File: src/tgr_pkg.sv
package tgr_pkg;

  localparam int unsigned CmdW     = 2;
  localparam int unsigned CoordW   = 9;
  localparam int unsigned TimeW    = 32;
  localparam int unsigned KindW    = 3;
  localparam int unsigned ThrW     = 8;
  localparam int unsigned LptW     = 16;
  localparam int unsigned CfgIdxW  = 2;
  localparam int unsigned CfgDataW = 16;

  typedef enum logic [CmdW-1:0] {
    CmdSample = 2'd0,
    CmdPoll   = 2'd1,
    CmdHint   = 2'd2,
    CmdCancel = 2'd3
  } cmd_e;

  typedef enum logic [KindW-1:0] {
    KindTap   = 3'd0,
    KindLong  = 3'd1,
    KindLeft  = 3'd2,
    KindRight = 3'd3,
    KindUp    = 3'd4,
    KindDown  = 3'd5
  } kind_e;

  typedef enum logic [CfgIdxW-1:0] {
    CfgEnable   = 2'd0,
    CfgMoveThr  = 2'd1,
    CfgSwipeThr = 2'd2,
    CfgLongTime = 2'd3
  } cfg_idx_e;

  localparam logic [ThrW-1:0] MoveThrRst  = 8'd10;
  localparam logic [ThrW-1:0] SwipeThrRst = 8'd28;
  localparam logic [LptW-1:0] LongTimeRst = 16'd600;

endpackage

File: src/tgr_in_if.sv
interface tgr_in_if import tgr_pkg::*; ();
  logic              valid;
  logic              ready;
  logic [CmdW-1:0]   cmd;
  logic [CoordW-1:0] pos_x;
  logic [CoordW-1:0] pos_y;
  logic              pressed;
  logic [TimeW-1:0]  now_ms;
  logic [TimeW-1:0]  event_time;
  logic [KindW-1:0]  hint_kind;

  modport source (
    output valid, cmd, pos_x, pos_y, pressed, now_ms, event_time, hint_kind,
    input  ready
  );
  modport sink (
    input  valid, cmd, pos_x, pos_y, pressed, now_ms, event_time, hint_kind,
    output ready
  );
endinterface

File: src/tgr_out_if.sv
interface tgr_out_if import tgr_pkg::*; ();
  logic              valid;
  logic              ready;
  logic [KindW-1:0]  gesture_kind;
  logic [CoordW-1:0] origin_x;
  logic [CoordW-1:0] origin_y;
  logic [TimeW-1:0]  gesture_time;

  modport source (
    output valid, gesture_kind, origin_x, origin_y, gesture_time,
    input  ready
  );
  modport sink (
    input  valid, gesture_kind, origin_x, origin_y, gesture_time,
    output ready
  );
endinterface

File: src/touch_gesture_recognizer.sv
// Touch gesture recogniser.
// in_i  : touch commands (sample, time poll, hint, cancel), valid/ready.
// out_o : gestures (kind, press start position, time stamp), valid/ready.
// cfg   : write-only port, cfg_we_i with cfg_idx_i selecting enable, move
//         threshold, swipe threshold or long press time; write while idle.
// An accepted item is held in an input register; when that register moves on,
// the classification is made against the press state and, if a gesture results
// and enable is set, it is loaded into the output register behind out_o.valid.
// One item per cycle is sustained: the input register moves on whenever the
// output register is empty or is being taken in the same cycle.
// A stalled receiver holds the gesture in the output register; one further
// item waits in the input register, then in_i.ready drops until out_o moves.
// Items that give no gesture still update the state and leave nothing.
// Reset empties both registers, clears the press state and loads the
// threshold defaults (enable off, 10, 28, 600 ms).
module touch_gesture_recognizer import tgr_pkg::*; (
  input  logic                clk_i,
  input  logic                rst_ni,
  input  logic                cfg_we_i,
  input  logic [CfgIdxW-1:0]  cfg_idx_i,
  input  logic [CfgDataW-1:0] cfg_data_i,
  tgr_in_if.sink              in_i,
  tgr_out_if.source           out_o
);

  // configuration
  logic            enable_q;
  logic [ThrW-1:0] move_thr_q, swipe_thr_q;
  logic [LptW-1:0] long_time_q;

  always_ff @(posedge clk_i or negedge rst_ni) begin
    if (!rst_ni) begin
      enable_q    <= 1'b0;
      move_thr_q  <= MoveThrRst;
      swipe_thr_q <= SwipeThrRst;
      long_time_q <= LongTimeRst;
    end else if (cfg_we_i) begin
      unique case (cfg_idx_e'(cfg_idx_i))
        CfgEnable:   enable_q    <= cfg_data_i[0];
        CfgMoveThr:  move_thr_q  <= cfg_data_i[ThrW-1:0];
        CfgSwipeThr: swipe_thr_q <= cfg_data_i[ThrW-1:0];
        CfgLongTime: long_time_q <= cfg_data_i[LptW-1:0];
        default:     ;
      endcase
    end
  end

  // input register
  logic              inq_valid_q;
  logic [CmdW-1:0]   inq_cmd_q;
  logic [CoordW-1:0] inq_x_q, inq_y_q;
  logic              inq_pressed_q;
  logic [TimeW-1:0]  inq_now_q, inq_etime_q;
  logic [KindW-1:0]  inq_hint_q;

  logic out_valid_q;
  logic advance;
  logic in_fire;

  assign advance    = inq_valid_q && (!out_valid_q || out_o.ready);
  assign in_i.ready = !inq_valid_q || advance;
  assign in_fire    = in_i.valid && in_i.ready;

  always_ff @(posedge clk_i or negedge rst_ni) begin
    if (!rst_ni) begin
      inq_valid_q <= 1'b0;
    end else if (in_i.ready) begin
      inq_valid_q <= in_i.valid;
    end
  end

  always_ff @(posedge clk_i) begin
    if (in_fire) begin
      inq_cmd_q     <= in_i.cmd;
      inq_x_q       <= in_i.pos_x;
      inq_y_q       <= in_i.pos_y;
      inq_pressed_q <= in_i.pressed;
      inq_now_q     <= in_i.now_ms;
      inq_etime_q   <= in_i.event_time;
      inq_hint_q    <= in_i.hint_kind;
    end
  end

  // press state
  logic              is_down_q, is_down_d;
  logic              has_moved_q, has_moved_d;
  logic              long_sent_q, long_sent_d;
  logic [CoordW-1:0] start_x_q, start_x_d, start_y_q, start_y_d;
  logic [TimeW-1:0]  start_time_q, start_time_d;

  // classification
  logic              neg_x, neg_y;
  logic [CoordW-1:0] ax, ay;
  logic [TimeW-1:0]  elapsed;
  logic              held_long, moved_now, over_move;
  logic              res_hit;
  kind_e             res_kind;
  logic [TimeW-1:0]  res_time;

  assign neg_x     = inq_x_q < start_x_q;
  assign neg_y     = inq_y_q < start_y_q;
  assign ax        = neg_x ? start_x_q - inq_x_q : inq_x_q - start_x_q;
  assign ay        = neg_y ? start_y_q - inq_y_q : inq_y_q - start_y_q;
  assign elapsed   = inq_now_q - start_time_q;
  assign held_long = elapsed >= {{(TimeW-LptW){1'b0}}, long_time_q};
  assign over_move = (ax > {1'b0, move_thr_q}) || (ay > {1'b0, move_thr_q});
  assign moved_now = has_moved_q || over_move;

  always_comb begin
    is_down_d    = is_down_q;
    has_moved_d  = has_moved_q;
    long_sent_d  = long_sent_q;
    start_x_d    = start_x_q;
    start_y_d    = start_y_q;
    start_time_d = start_time_q;
    res_hit      = 1'b0;
    res_kind     = KindTap;
    res_time     = inq_now_q;
    case (cmd_e'(inq_cmd_q))
      CmdSample: begin
        res_time = inq_etime_q;
        if (inq_pressed_q && !is_down_q) begin
          is_down_d    = 1'b1;
          start_x_d    = inq_x_q;
          start_y_d    = inq_y_q;
          start_time_d = inq_now_q;
          has_moved_d  = 1'b0;
          long_sent_d  = 1'b0;
        end else if (is_down_q) begin
          has_moved_d = moved_now;
          if (!inq_pressed_q) begin
            is_down_d = 1'b0;
            if (!long_sent_q) begin
              if (ax > {1'b0, swipe_thr_q} && ax > ay) begin
                res_hit  = 1'b1;
                res_kind = neg_x ? KindLeft : KindRight;
              end else if (ay > {1'b0, swipe_thr_q} && ay > ax) begin
                res_hit  = 1'b1;
                res_kind = neg_y ? KindUp : KindDown;
              end else if (!moved_now) begin
                res_hit  = 1'b1;
                res_kind = held_long ? KindLong : KindTap;
              end
            end
          end
        end
      end
      CmdPoll: begin
        if (is_down_q && !has_moved_q && !long_sent_q && held_long) begin
          long_sent_d = 1'b1;
          res_hit     = 1'b1;
          res_kind    = KindLong;
        end
      end
      CmdHint: begin
        // codes above a down swipe mean nothing and are dropped
        if (inq_hint_q <= KindDown && !long_sent_q) begin
          long_sent_d = 1'b1;
          res_hit     = 1'b1;
          res_kind    = kind_e'(inq_hint_q);
        end
      end
      default: begin
        is_down_d   = 1'b0;
        has_moved_d = 1'b0;
        long_sent_d = 1'b0;
      end
    endcase
  end

  always_ff @(posedge clk_i or negedge rst_ni) begin
    if (!rst_ni) begin
      is_down_q    <= 1'b0;
      has_moved_q  <= 1'b0;
      long_sent_q  <= 1'b0;
      start_x_q    <= '0;
      start_y_q    <= '0;
      start_time_q <= '0;
    end else if (advance) begin
      is_down_q    <= is_down_d;
      has_moved_q  <= has_moved_d;
      long_sent_q  <= long_sent_d;
      start_x_q    <= start_x_d;
      start_y_q    <= start_y_d;
      start_time_q <= start_time_d;
    end
  end

  // output register
  kind_e             out_kind_q;
  logic [CoordW-1:0] out_x_q, out_y_q;
  logic [TimeW-1:0]  out_time_q;

  always_ff @(posedge clk_i or negedge rst_ni) begin
    if (!rst_ni) begin
      out_valid_q <= 1'b0;
    end else if (advance) begin
      out_valid_q <= res_hit && enable_q;
    end else if (out_o.ready) begin
      out_valid_q <= 1'b0;
    end
  end

  always_ff @(posedge clk_i) begin
    if (advance) begin
      out_kind_q <= res_kind;
      out_x_q    <= start_x_q;
      out_y_q    <= start_y_q;
      out_time_q <= res_time;
    end
  end

  assign out_o.valid        = out_valid_q;
  assign out_o.gesture_kind = out_kind_q;
  assign out_o.origin_x     = out_x_q;
  assign out_o.origin_y     = out_y_q;
  assign out_o.gesture_time = out_time_q;

endmodule

File: src/flat_wrapper.sv
// flat-port wrapper written by rule: the top's interface ports become plain ports
module touch_gesture_recognizer_flat import tgr_pkg::*;
  (clk_i, rst_ni, cfg_we_i, cfg_idx_i, cfg_data_i, in_i_valid, in_i_cmd, in_i_pos_x, in_i_pos_y, in_i_pressed, in_i_now_ms, in_i_event_time, in_i_hint_kind, in_i_ready, out_o_valid, out_o_gesture_kind, out_o_origin_x, out_o_origin_y, out_o_gesture_time, out_o_ready);
  tgr_in_if in_i_i ();
  tgr_out_if out_o_i ();
  input  logic clk_i;
  input  logic rst_ni;
  input  logic cfg_we_i;
  input  logic [CfgIdxW-1:0] cfg_idx_i;
  input  logic [CfgDataW-1:0] cfg_data_i;
  input wire logic [$bits(in_i_i.valid)-1:0] in_i_valid;
  input wire logic [$bits(in_i_i.cmd)-1:0] in_i_cmd;
  input wire logic [$bits(in_i_i.pos_x)-1:0] in_i_pos_x;
  input wire logic [$bits(in_i_i.pos_y)-1:0] in_i_pos_y;
  input wire logic [$bits(in_i_i.pressed)-1:0] in_i_pressed;
  input wire logic [$bits(in_i_i.now_ms)-1:0] in_i_now_ms;
  input wire logic [$bits(in_i_i.event_time)-1:0] in_i_event_time;
  input wire logic [$bits(in_i_i.hint_kind)-1:0] in_i_hint_kind;
  output wire logic [$bits(in_i_i.ready)-1:0] in_i_ready;
  output wire logic [$bits(out_o_i.valid)-1:0] out_o_valid;
  output wire logic [$bits(out_o_i.gesture_kind)-1:0] out_o_gesture_kind;
  output wire logic [$bits(out_o_i.origin_x)-1:0] out_o_origin_x;
  output wire logic [$bits(out_o_i.origin_y)-1:0] out_o_origin_y;
  output wire logic [$bits(out_o_i.gesture_time)-1:0] out_o_gesture_time;
  input wire logic [$bits(out_o_i.ready)-1:0] out_o_ready;
  assign in_i_i.valid = in_i_valid;
  assign in_i_i.cmd = in_i_cmd;
  assign in_i_i.pos_x = in_i_pos_x;
  assign in_i_i.pos_y = in_i_pos_y;
  assign in_i_i.pressed = in_i_pressed;
  assign in_i_i.now_ms = in_i_now_ms;
  assign in_i_i.event_time = in_i_event_time;
  assign in_i_i.hint_kind = in_i_hint_kind;
  assign in_i_ready = in_i_i.ready;
  assign out_o_valid = out_o_i.valid;
  assign out_o_gesture_kind = out_o_i.gesture_kind;
  assign out_o_origin_x = out_o_i.origin_x;
  assign out_o_origin_y = out_o_i.origin_y;
  assign out_o_gesture_time = out_o_i.gesture_time;
  assign out_o_i.ready = out_o_ready;
  touch_gesture_recognizer u_core (.clk_i(clk_i), .rst_ni(rst_ni), .cfg_we_i(cfg_we_i), .cfg_idx_i(cfg_idx_i), .cfg_data_i(cfg_data_i), .in_i(in_i_i), .out_o(out_o_i));
endmodule
File: config.mk
export PLATFORM = sky130hd
export DESIGN_NAME = touch_gesture_recognizer_flat
export DESIGN_NICKNAME = d
export VERILOG_FILES = /design/src/tgr_pkg.sv /design/src/tgr_in_if.sv /design/src/tgr_out_if.sv /design/src/touch_gesture_recognizer.sv /design/src/flat_wrapper.sv
export SDC_FILE = /design/constraint.sdc
export NUM_CORES = 1
export LEC_CHECK = 0
export ABC_AREA = 1
export BUFFER_PORTS_ARGS = -buffer_cell sky130_fd_sc_hd__buf_2
export CAP_MARGIN = 15
export CELL_PAD_IN_SITES_DETAIL_PLACEMENT = 1
export CELL_PAD_IN_SITES_GLOBAL_PLACEMENT = 2
export CORE_MARGIN = 1.5
export CORE_UTILIZATION = 38
export DETAILED_ROUTE_END_ITERATION = 6
export GPL_ROUTABILITY_DRIVEN = 0
export PLACE_DENSITY = 0.95
export SYNTH_ARGS = -nofsm -noshare
export SYNTH_HDL_FRONTEND = slang
export SYNTH_SLANG_ARGS = --single-unit
File: constraint.sdc
create_clock -name clk_i -period 6.63 [get_ports clk_i]
set_input_delay 0.3315 -clock clk_i [delete_from_list [all_inputs] [get_ports clk_i]]
set_output_delay 0.3315 -clock clk_i [all_outputs]
set_load 0.03 [all_outputs]
==> results by stage, run 1 <==
Floorplan:
- The initial core utilization is 38.9%.
- During I/O placement, the number of pins put on the boundary was 166.
- The horizontal die dimension is 192 um.
- Row generation in the floorplan step produced 68 rows.
- The die extent in y is 192 um.
- The core outline area is 34800 um2.
- The die covers 36800 um2.

Critical path:
- The signal on the critical path passes through inv_1 -> ha_1 -> a21oi_1 -> nor2_1 -> a211oi_1 -> nand3_1 -> o21ai_0 -> xor2_1 -> ha_1 -> a21o_1 -> nor2_1 -> o21ai_0 -> nand2_1 -> nand2_1 -> a21oi_1 -> nor2_1 -> nor2_1 -> nand3_1 -> nor2_1 -> nand2_1 -> a21oi_1 -> nor2_1 -> nor2_1.
- In this run the critical register-to-register path is captured at u_core.out_o.gesture_kind[0]$_DFFE_PP_.
- The setup slack of the worst register-to-register path is 2.40 ns.
- The delay of the slowest critical-path stage is 0.39 ns.
- STA classifies the critical path endpoint as a flop.
- The largest fanout of any net on the critical path is 13.
- STA classifies the critical path startpoint as a flop.
- The beginning of the worst register-to-register path is u_core.start_x_q[6]$_DFFE_PN0P_.
- The number of logic stages on the critical path including buffering is 23.
- The slowest cell on the critical path is sky130_fd_sc_hd__ha_1.
- The most numerous cell type found on the critical path is sky130_fd_sc_hd__nor2_1.
- The worst path arrival time is 4.64 ns.
- In this design, the largest share of critical-path delay is due to compound AO/OA/AOI/OAI gates.
- The depth of the worst register-to-register path is 23.
- The launching instance or port of the critical path is u_core.start_x_q[6]$_DFFE_PN0P_.
- The type of the worst setup path is reg -> reg.
- The number of buffers and inverters on the critical path is 1.
- The critical path ends at u_core.out_o.gesture_kind[0]$_DFFE_PP_.
- The required time of the critical path is 7.04 ns.

Global route:
- The via count of the first global-routing pass is 12.5k.
- Entering global routing, the biggest net connects 100 pins.
- Global routing used 22.4% of the available tracks.
- The first global-routing pass estimated 64.7 mm of wire.
- The number of antenna violations at the first check in global routing is 0.
- After global routing the overflow that remains totals 0.

Clock network:
- The maximum clock insertion buffer count is 3.
- CTS built an H-tree with a depth of 1.
- The CTS buffer count is 26.
- CTS saw 229 sinks.
- Buffers added to address setup during post-CTS repair amount to 0.
- The insertion delay to the later sink of the worst-skew pair is 0.56 ns.
- TritonCTS built the clock tree.
- After clock tree synthesis, the clock-pin slew on the worst setup and hold paths is 0.07 ns.
- The root cell of the clock tree is sky130_fd_sc_hd__clkbuf_16.

Synthesis:
- The area fraction of the dominant cell type after synthesis is 31.3%.
- The largest area contributor in the netlist is sky130_fd_sc_hd__edfxtp_1.
- The number of flops mapped to enable cells by yosys is 141.
- The primary flip-flop cell chosen by synthesis mapping is sky130_fd_sc_hd__edfxtp_1.
- The commonest cells after synthesis are sky130_fd_sc_hd__nand2_1, sky130_fd_sc_hd__inv_1, sky130_fd_sc_hd__edfxtp_1.
- The number of warnings issued by yosys is 0.
- The most common cell in the synthesized netlist is sky130_fd_sc_hd__nand2_1.
- Ranked by total cell area, the synthesized netlist is headed by sky130_fd_sc_hd__edfxtp_1, sky130_fd_sc_hd__dfrtp_1, sky130_fd_sc_hd__nand2_1.
- In the synthesized netlist, the number of instances is 1621.
- Synthesis inferred 229 register bits.
- Of all flip-flops after synthesis, the portion carrying an async set or reset was 38.4%.
- The sequential cell area fraction in the yosys report is 47.6%.
- The average cell area after synthesis is 8.35 um2.
- When the netlist entered floorplanning its net count stood at 1863.
- The netlist uses 40 different library cells.
- The area of the mapped netlist is 13500 um2.

Detailed routing:
- After detailed routing, the number of remaining DRC violations is 0.
- The via count normalized by instance count is 4.87.
- Once detail routing completed, the nets flagged for antenna violations numbered 0.
- The first detailed-routing pass took 5 iterations.
- The total wire length after detailed routing is 40.0 mm.
- The wire length per cell is 17.0 um.
- The via count is 11.5k.
- The DRC marker count from the first detailed-route iteration is 451.

Placement:
- Once placement finished, the instance area stood at 14900 um2.
- The count of buffers added on input and output ports is 165.
- Summed over all nets, the half-perimeter wirelength after detailed placement is 29.0 mm.

Timing:
- The worst clock skew is 0.0152 ns.
- Setup violations remaining at the end of the flow were counted as 0.
- In this run the tightest slew margin relative to its limit is 40.5%.
- Of the available clock period, the critical path in the final layout requires 63.8%.
- The worst hold margin is 0.0383 ns.
- The final-report max-slew violation count is 0.
- The routed design could run at a clock period as short as 4.23 ns.
- The worst-margin pin slew is 0.892 ns.
- The number of endpoints with negative hold slack in the final report is 0.
- Setup repair after global routing left no endpoint under its margin.
- Based on the critical path, the design can be clocked at up to 236 MHz.
- The setup TNS is 0 ns.

Power and ir drop:
- The overall power of the completed layout is 6.48 mW.
- The power per cell area is 387 nW/um2.
- The total leakage power is 8.41 nW.
- The peak supply drop is 0.000264 V.

Run status:
- The run finished with clean final reports.

Finish:
- The number of fill cells is 4114.
- The area overhead of the layout relative to synthesis is 23.6%.
- The final instance area is 16700 um2.
- The share of cells above drive strength 1 is 12.9%.
- The final layout net count is 2127.

Min path:
- The worst hold-check path type is in -> reg.

Run:
- Across the run, the number of max-cap violations was 0.
-- how the worst min path moves through the flow --
| stage | startpoint | to | slack [ns] | cells after the start |
|---|---|---|---|---|
| 3_5_place_dp | rst_ni | u_core.start_y_q[2]$_DFFE_PN0P_ | 0.34 | 1 |
| 3_3_place_gp | rst_ni | u_core.start_y_q[2]$_DFFE_PN0P_ | 0.33 | 1 |
| 5_1_grt | cfg_data_i[12] | u_core.long_time_q[12]$_DFFE_PN0P_ | 0.04 | 3 |
| 4_1_cts | cfg_data_i[10] | u_core.long_time_q[10]$_DFFE_PN0P_ | 0.02 | 3 |
| 6_report | cfg_data_i[12] | u_core.long_time_q[12]$_DFFE_PN0P_ | 0.04 | 3 |
| 2_1_floorplan | rst_ni | u_core.enable_q$_DFFE_PN0P_ | 0.04 | 0 |
-- area by class of cell --
| cell class | instances | area (um2) | area share, % |
|---|---|---|---|
| antenna | 1 | 2.50 | 0.0150 |
| clock buffer | 36 | 836 | 4.99 |
| clock inverter | 12 | 91.3 | 0.546 |
| inverter | 276 | 1040 | 6.20 |
| multi-input combinational | 1091 | 5960 | 35.6 |
| sequential | 229 | 6450 | 38.5 |
| tap | 455 | 569 | 3.40 |
| timing repair buffer | 261 | 1790 | 10.7 |
-- report_power, final --
part	internal, mW	switching (mW)
combinational	1.09	1.98
clock	0.921	0.615
sequential	1.77	0.115
total	3.77	2.71
-- cells by family (layout without fill, tap and decap cells) --
group	Yosys count	in the layout	share of synthesized area, %
compound gates	199	199	7.80
xor+xnor	31	31	2.01
fa+ha+maj	131	131	12.4
buf+inv	301	585	8.40
flops	229	229	47.6
mux	2	2	0.157
other cells	0	1	0
simple gates	728	728	21.6
-- what timing repair did --
item,4_1_cts,5_1_grt
gates resized for setup,0,0
hold endpoints to repair,118,0
hold buffers,89,0
-- metrics by stage --
| step | cells | utilization (%) | worst slack [ns] |
|---|---|---|---|
| 6_report | 2361 | 48.1 | 2.40 |
| 5_1_grt | 2360 | 48.1 | 1.80 |
| 4_1_cts | 2359 | 48.0 | 2.38 |
| 3_5_place_dp | 2222 | 42.8 | 2.45 |
| 3_3_place_gp | 2222 | 42.8 | 2.57 |
| 2_1_floorplan | 1621 | - | 3.21 |
-- registers in the layout, summed over array words and instances (netlist names), 2 cells and up --
signal                     cells
u_core.inq_etime_q            32
u_core.inq_now_q              32
u_core.out_o.gesture_time     32
u_core.start_time_q           32
u_core.long_time_q            16
u_core.inq_x_q                 9
u_core.inq_y_q                 9
u_core.out_o.origin_x          9
u_core.out_o.origin_y          9
u_core.start_x_q               9
u_core.start_y_q               9
u_core.move_thr_q              8
u_core.swipe_thr_q             8
u_core.inq_hint_q              3
u_core.out_o.gesture_kind      3
u_core.inq_cmd_q               2
-- layout by cell type, fill, tap and decap left out, types with 2 or more instances in the layout --
| cell type | netlist | layout |
|---|---|---|
| sky130_fd_sc_hd__nand2_1 | 524 | 524 |
| sky130_fd_sc_hd__inv_1 | 267 | 265 |
| sky130_fd_sc_hd__buf_2 | 6 | 164 |
| sky130_fd_sc_hd__edfxtp_1 | 141 | 141 |
| sky130_fd_sc_hd__ha_1 | 126 | 126 |
| sky130_fd_sc_hd__o21ai_0 | 100 | 100 |
| sky130_fd_sc_hd__dlygate4sd3_1 | 0 | 89 |
| sky130_fd_sc_hd__nor2_1 | 85 | 85 |
| sky130_fd_sc_hd__nand3_1 | 81 | 81 |
| sky130_fd_sc_hd__dfrtp_1 | 79 | 79 |
| sky130_fd_sc_hd__a21oi_1 | 70 | 70 |
| sky130_fd_sc_hd__clkbuf_16 | 0 | 32 |
| sky130_fd_sc_hd__xor2_1 | 28 | 28 |
| sky130_fd_sc_hd__nor3_1 | 12 | 12 |
| sky130_fd_sc_hd__inv_2 | 8 | 9 |
| sky130_fd_sc_hd__dfstp_2 | 9 | 9 |
| sky130_fd_sc_hd__nand4_1 | 7 | 7 |
| sky130_fd_sc_hd__buf_4 | 0 | 7 |
| sky130_fd_sc_hd__o21bai_1 | 6 | 6 |
| sky130_fd_sc_hd__nor2_2 | 5 | 5 |
| sky130_fd_sc_hd__fa_1 | 5 | 5 |
| sky130_fd_sc_hd__clkinv_2 | 0 | 5 |
| sky130_fd_sc_hd__o21ai_1 | 4 | 4 |
| sky130_fd_sc_hd__a21o_1 | 4 | 4 |
| sky130_fd_sc_hd__clkinv_1 | 1 | 4 |
| sky130_fd_sc_hd__a211oi_1 | 3 | 3 |
| sky130_fd_sc_hd__o211ai_1 | 3 | 3 |
| sky130_fd_sc_hd__xnor2_1 | 3 | 3 |
| sky130_fd_sc_hd__o21a_1 | 3 | 3 |
| sky130_fd_sc_hd__and2_1 | 3 | 3 |
| sky130_fd_sc_hd__nand3b_1 | 3 | 3 |
| sky130_fd_sc_hd__a31oi_1 | 2 | 2 |
| sky130_fd_sc_hd__o31ai_1 | 2 | 2 |
| sky130_fd_sc_hd__nand2_2 | 2 | 2 |
| sky130_fd_sc_hd__clkbuf_1 | 19 | 2 |
| sky130_fd_sc_hd__clkbuf_8 | 0 | 2 |
-- worst min-delay path, stage by stage --
cell and delay, ns:
sky130_fd_sc_hd__buf_2 0.09, sky130_fd_sc_hd__nor2_1 0.04, sky130_fd_sc_hd__a21oi_1 0.10
-- routing by layer --
layer	up-vias	GRT usage [%]	part of all wire (%)
met2	208	40.9	50
li1	5730	-	-
met3	54	3.14	3.5
met5	-	0	0
met4	0	5.65	2.2
met1	5501	27.5	44
No activity file was read; power rests on OpenSTA's default activity.
==> run 2, diff against run 1 <==
--- a/config.mk
+++ b/config.mk
@@ -11,10 +11,10 @@
 export CELL_PAD_IN_SITES_DETAIL_PLACEMENT = 1
 export CELL_PAD_IN_SITES_GLOBAL_PLACEMENT = 2
 export CORE_MARGIN = 1.5
-export CORE_UTILIZATION = 38
+export CORE_UTILIZATION = 35
 export DETAILED_ROUTE_END_ITERATION = 6
 export GPL_ROUTABILITY_DRIVEN = 0
-export PLACE_DENSITY = 0.95
+export PLACE_DENSITY = 0.91
 export SYNTH_ARGS = -nofsm -noshare
 export SYNTH_HDL_FRONTEND = slang
 export SYNTH_SLANG_ARGS = --single-unit
==> constraint.sdc (replaced) <==
create_clock -name clk_i -period 3.9 [get_ports clk_i]
set_input_delay 0.195 -clock clk_i [delete_from_list [all_inputs] [get_ports clk_i]]
set_output_delay 0.195 -clock clk_i [all_outputs]
set_load 0.03 [all_outputs]
==> results by stage, run 2 (synthesis gave the netlist of run 1 again) <==
Detailed routing:
- The wire length per cell is 17.1 um.
- After detailed routing, the number of vias per cell comes to 4.79.
- The count of unresolved DRC violations after routing is 0.
- For this run, the detailed router's first-pass iteration total came to 4.
- In this run the remaining antenna-violating nets after routing total 0.
- The total wire length after detailed routing is 42.5 mm.
- The via count is 11.9k.
- The DRC marker count from the first detailed-route iteration is 377.

Critical path:
- The number of cells on the worst reg-to-reg path is 26.
- The beginning of the worst register-to-register path is u_core.inq_x_q[6]$_DFFE_PP_.
- STA puts the critical path data required time at 4.19 ns.
- The type of the worst setup path is reg -> reg.
- The kind of end point of the critical path is a flop.
- The setup slack of the worst register-to-register path is 0.09 ns.
- The most critical setup path has its startpoint at u_core.inq_x_q[6]$_DFFE_PP_.
- The worst setup path is launched from a flop.
- The largest fanout of any net on the critical path is 5.
- For the worst setup path, the data arrival time is 4.11 ns.
- The endpoint of the worst-slack reg-to-reg timing path is u_core.out_o.gesture_kind[0]$_DFFE_PP_.

Placement:
- OpenSTA, run right after detailed placement, puts the worst setup slack at 0.00790 ns.
- The wire-length estimate of the detail-placed layout is 30.0 mm.
- The total of buffers placed on input and output ports is 165.

Floorplan:
- The die area is 39900 um2.
- The die is 200 um wide.
- The total I/O pin count is 166.
- The floorplan has 71 rows.
- The core outline area is 37800 um2.
- The die extent in y is 200 um.
- For this configuration, the core starts out at a cell density of 35.8%.

Timing:
- The smallest clock period supported by the final layout is computed as 3.81 ns.
- Setup repair after global routing could not meet its margin everywhere.
- Between clock sinks in the finished design, the worst skew comes to 0.0118 ns.
- The share of the cycle needed by the critical path after routing is 97.7%.
- Setup violations remaining at the end of the flow were counted as 0.
- The worst slew slack as a fraction of its limit is 27.4%.
- The setup TNS is 0 ns.
- For this run, the top clock speed supported by timing is 262 MHz.
- The final-report max-slew violation count is 0.
- The worst-margin pin slew is 1.09 ns.
- The final worst-path setup slack is 0.0887 ns.
- The number of endpoints with negative hold slack in the final report is 0.

Finish:
- In the final design database the tool counted 2199 nets.
- The commonest non-fill, non-tap cell in the layout is sky130_fd_sc_hd__nand2_1.
- Leaving out fill and tap cells, the most frequent cells in the layout are sky130_fd_sc_hd__nand2_1, sky130_fd_sc_hd__inv_1, sky130_fd_sc_hd__buf_2, sky130_fd_sc_hd__edfxtp_1, sky130_fd_sc_hd__ha_1.
- The area overhead of the layout relative to synthesis is 30.1%.
- The share of cells above drive strength 1 is 17.6%.
- Fill cells in the final layout number 4516.
- The repair_antennas step left the layout with diodes totalling 0.

Global route:
- The pin count of the biggest net entering global routing is 70.
- Summed over all layers, the global routing overflow is 0.
- The global-route wire length before repair is 66.5 mm.
- For this run, the total global-route usage over all layers was measured as 21.3%.
- The number of antenna violations at the first check in global routing was 0.
- The via count of the first global-routing pass is 13.0k.

Clock network:
- Clock-pin slew was measured on the worst setup and hold paths at 0.06 ns.
- The depth of the CTS H-tree is 1.
- The clock passes through at most 3 buffers.
- The clock net sink count is 229.
- TritonCTS built the clock tree.
- TritonCTS created 26 clock buffers.
- The insertion delay to the later sink of the worst-skew pair is 0.55 ns.
- The root cell of the clock tree is sky130_fd_sc_hd__clkbuf_16.

Power and ir drop:
- In this run the static leakage power is 8.69 nW.
- The peak supply drop is 0.000393 V.
- The power per cell area is 668 nW/um2.

Run status:
- The run finished with clean final reports.

Min path:
- In this run the worst hold path is classified as in -> async.

Run:
- The max-cap violation count is 0.
run 2: cell types whose count changed in the layout (fill, tap and decap cells not counted), sizes merged:
cell	previous run	this run
buf	172	222
dlygate4sd3	89	111
clkbuf	36	39
clkinv	10	8
inv	276	274
bufinv	1	2
diode	1	0
run 2: power by group:
| group | total, mW | switching, mW | internal (mW) |
|---|---|---|---|
| Clock | 2.42 | 1.00 | 1.42 |
| Combinational | 6.15 | 3.78 | 2.37 |
| Sequential | 3.19 | 0.189 | 3.00 |
run 2: critical path: stages (launching register included):
cell and delay [ns]:
sky130_fd_sc_hd__edfxtp_1 0.45, sky130_fd_sc_hd__ha_4 0.31, sky130_fd_sc_hd__buf_6 0.10, sky130_fd_sc_hd__nand2_2 0.07
sky130_fd_sc_hd__nor2_2 0.12, sky130_fd_sc_hd__nand3_1 0.09, sky130_fd_sc_hd__nand3_2 0.10, sky130_fd_sc_hd__buf_6 0.12
sky130_fd_sc_hd__inv_2 0.04, sky130_fd_sc_hd__nand2_1 0.05, sky130_fd_sc_hd__nand2_1 0.06, sky130_fd_sc_hd__xnor2_1 0.17
sky130_fd_sc_hd__buf_4 0.15, sky130_fd_sc_hd__clkinvlp_4 0.18, sky130_fd_sc_hd__ha_1 0.34, sky130_fd_sc_hd__a21oi_1 0.19
sky130_fd_sc_hd__o21ai_0 0.11, sky130_fd_sc_hd__nor2_1 0.10, sky130_fd_sc_hd__o21ai_1 0.08, sky130_fd_sc_hd__a21oi_1 0.19
sky130_fd_sc_hd__o21ai_2 0.09, sky130_fd_sc_hd__nand2_2 0.10, sky130_fd_sc_hd__nand2_1 0.06, sky130_fd_sc_hd__inv_1 0.07
sky130_fd_sc_hd__a21oi_2 0.06, sky130_fd_sc_hd__nor2_1 0.11, sky130_fd_sc_hd__nor2_1 0.05
run 2: metrics by stage:
step | cells | total power [mW] | utilization, % | hold WS (ns) | cell area, um2
after floorplan | 1621 | 6.93 | - | -0.101 | 13500
after global placement | 2309 | 8.38 | 40.1 | 0.371 | 15200
after detailed placement | 2309 | 8.64 | 40.1 | 0.373 | 15200
after CTS | 2470 | 11.2 | 45.3 | 0.316 | 17100
after global routing | 2488 | 12.8 | 46.6 | 0.337 | 17600
final | 2488 | 11.8 | 46.6 | 0.311 | 17600
run 2: worst max-delay path by stage:
stage	slack, ns	depth (start not counted)	end
after floorplan	0.48	25	u_core.out_o.gesture_kind[0]$_DFFE_PP_
after global placement	0.14	24	u_core.out_o.gesture_kind[0]$_DFFE_PP_
after detailed placement	0.008	28	u_core.out_o.gesture_kind[0]$_DFFE_PP_
after CTS	0.007	28	u_core.out_o.gesture_kind[0]$_DFFE_PP_
after global routing	-0.16	27	u_core.out_o.gesture_kind[0]$_DFFE_PP_
final	0.09	26	u_core.out_o.gesture_kind[0]$_DFFE_PP_
run 2: layout make-up:
class,instances,area (um2),area share (%)
Timing Repair Buffer,333,2370,13.5
Tap cell,511,639,3.63
Clock buffer,39,731,4.15
Multi-Input combinational cell,1091,6290,35.7
Inverter,276,1040,5.92
Clock inverter,9,88.8,0.504
Sequential cell,229,6450,36.6
run 2: what timing repair did:
item | CTS | global route
pin swaps | 1 | 21
buffers inserted | 2 | 17
gates resized for setup | 1 | 80
cloned | 0 | 1
endpoints found under the hold margin | 177 | 0
setup endpoints to repair | 1 | 6
hold buffers | 111 | 0
run 2: layer usage:
layer	part of all wire, %	GRT usage [%]
met5	0	0
met4	2.8	5.51
met3	2.8	2.75
met2	52	40.1
met1	42	25.2
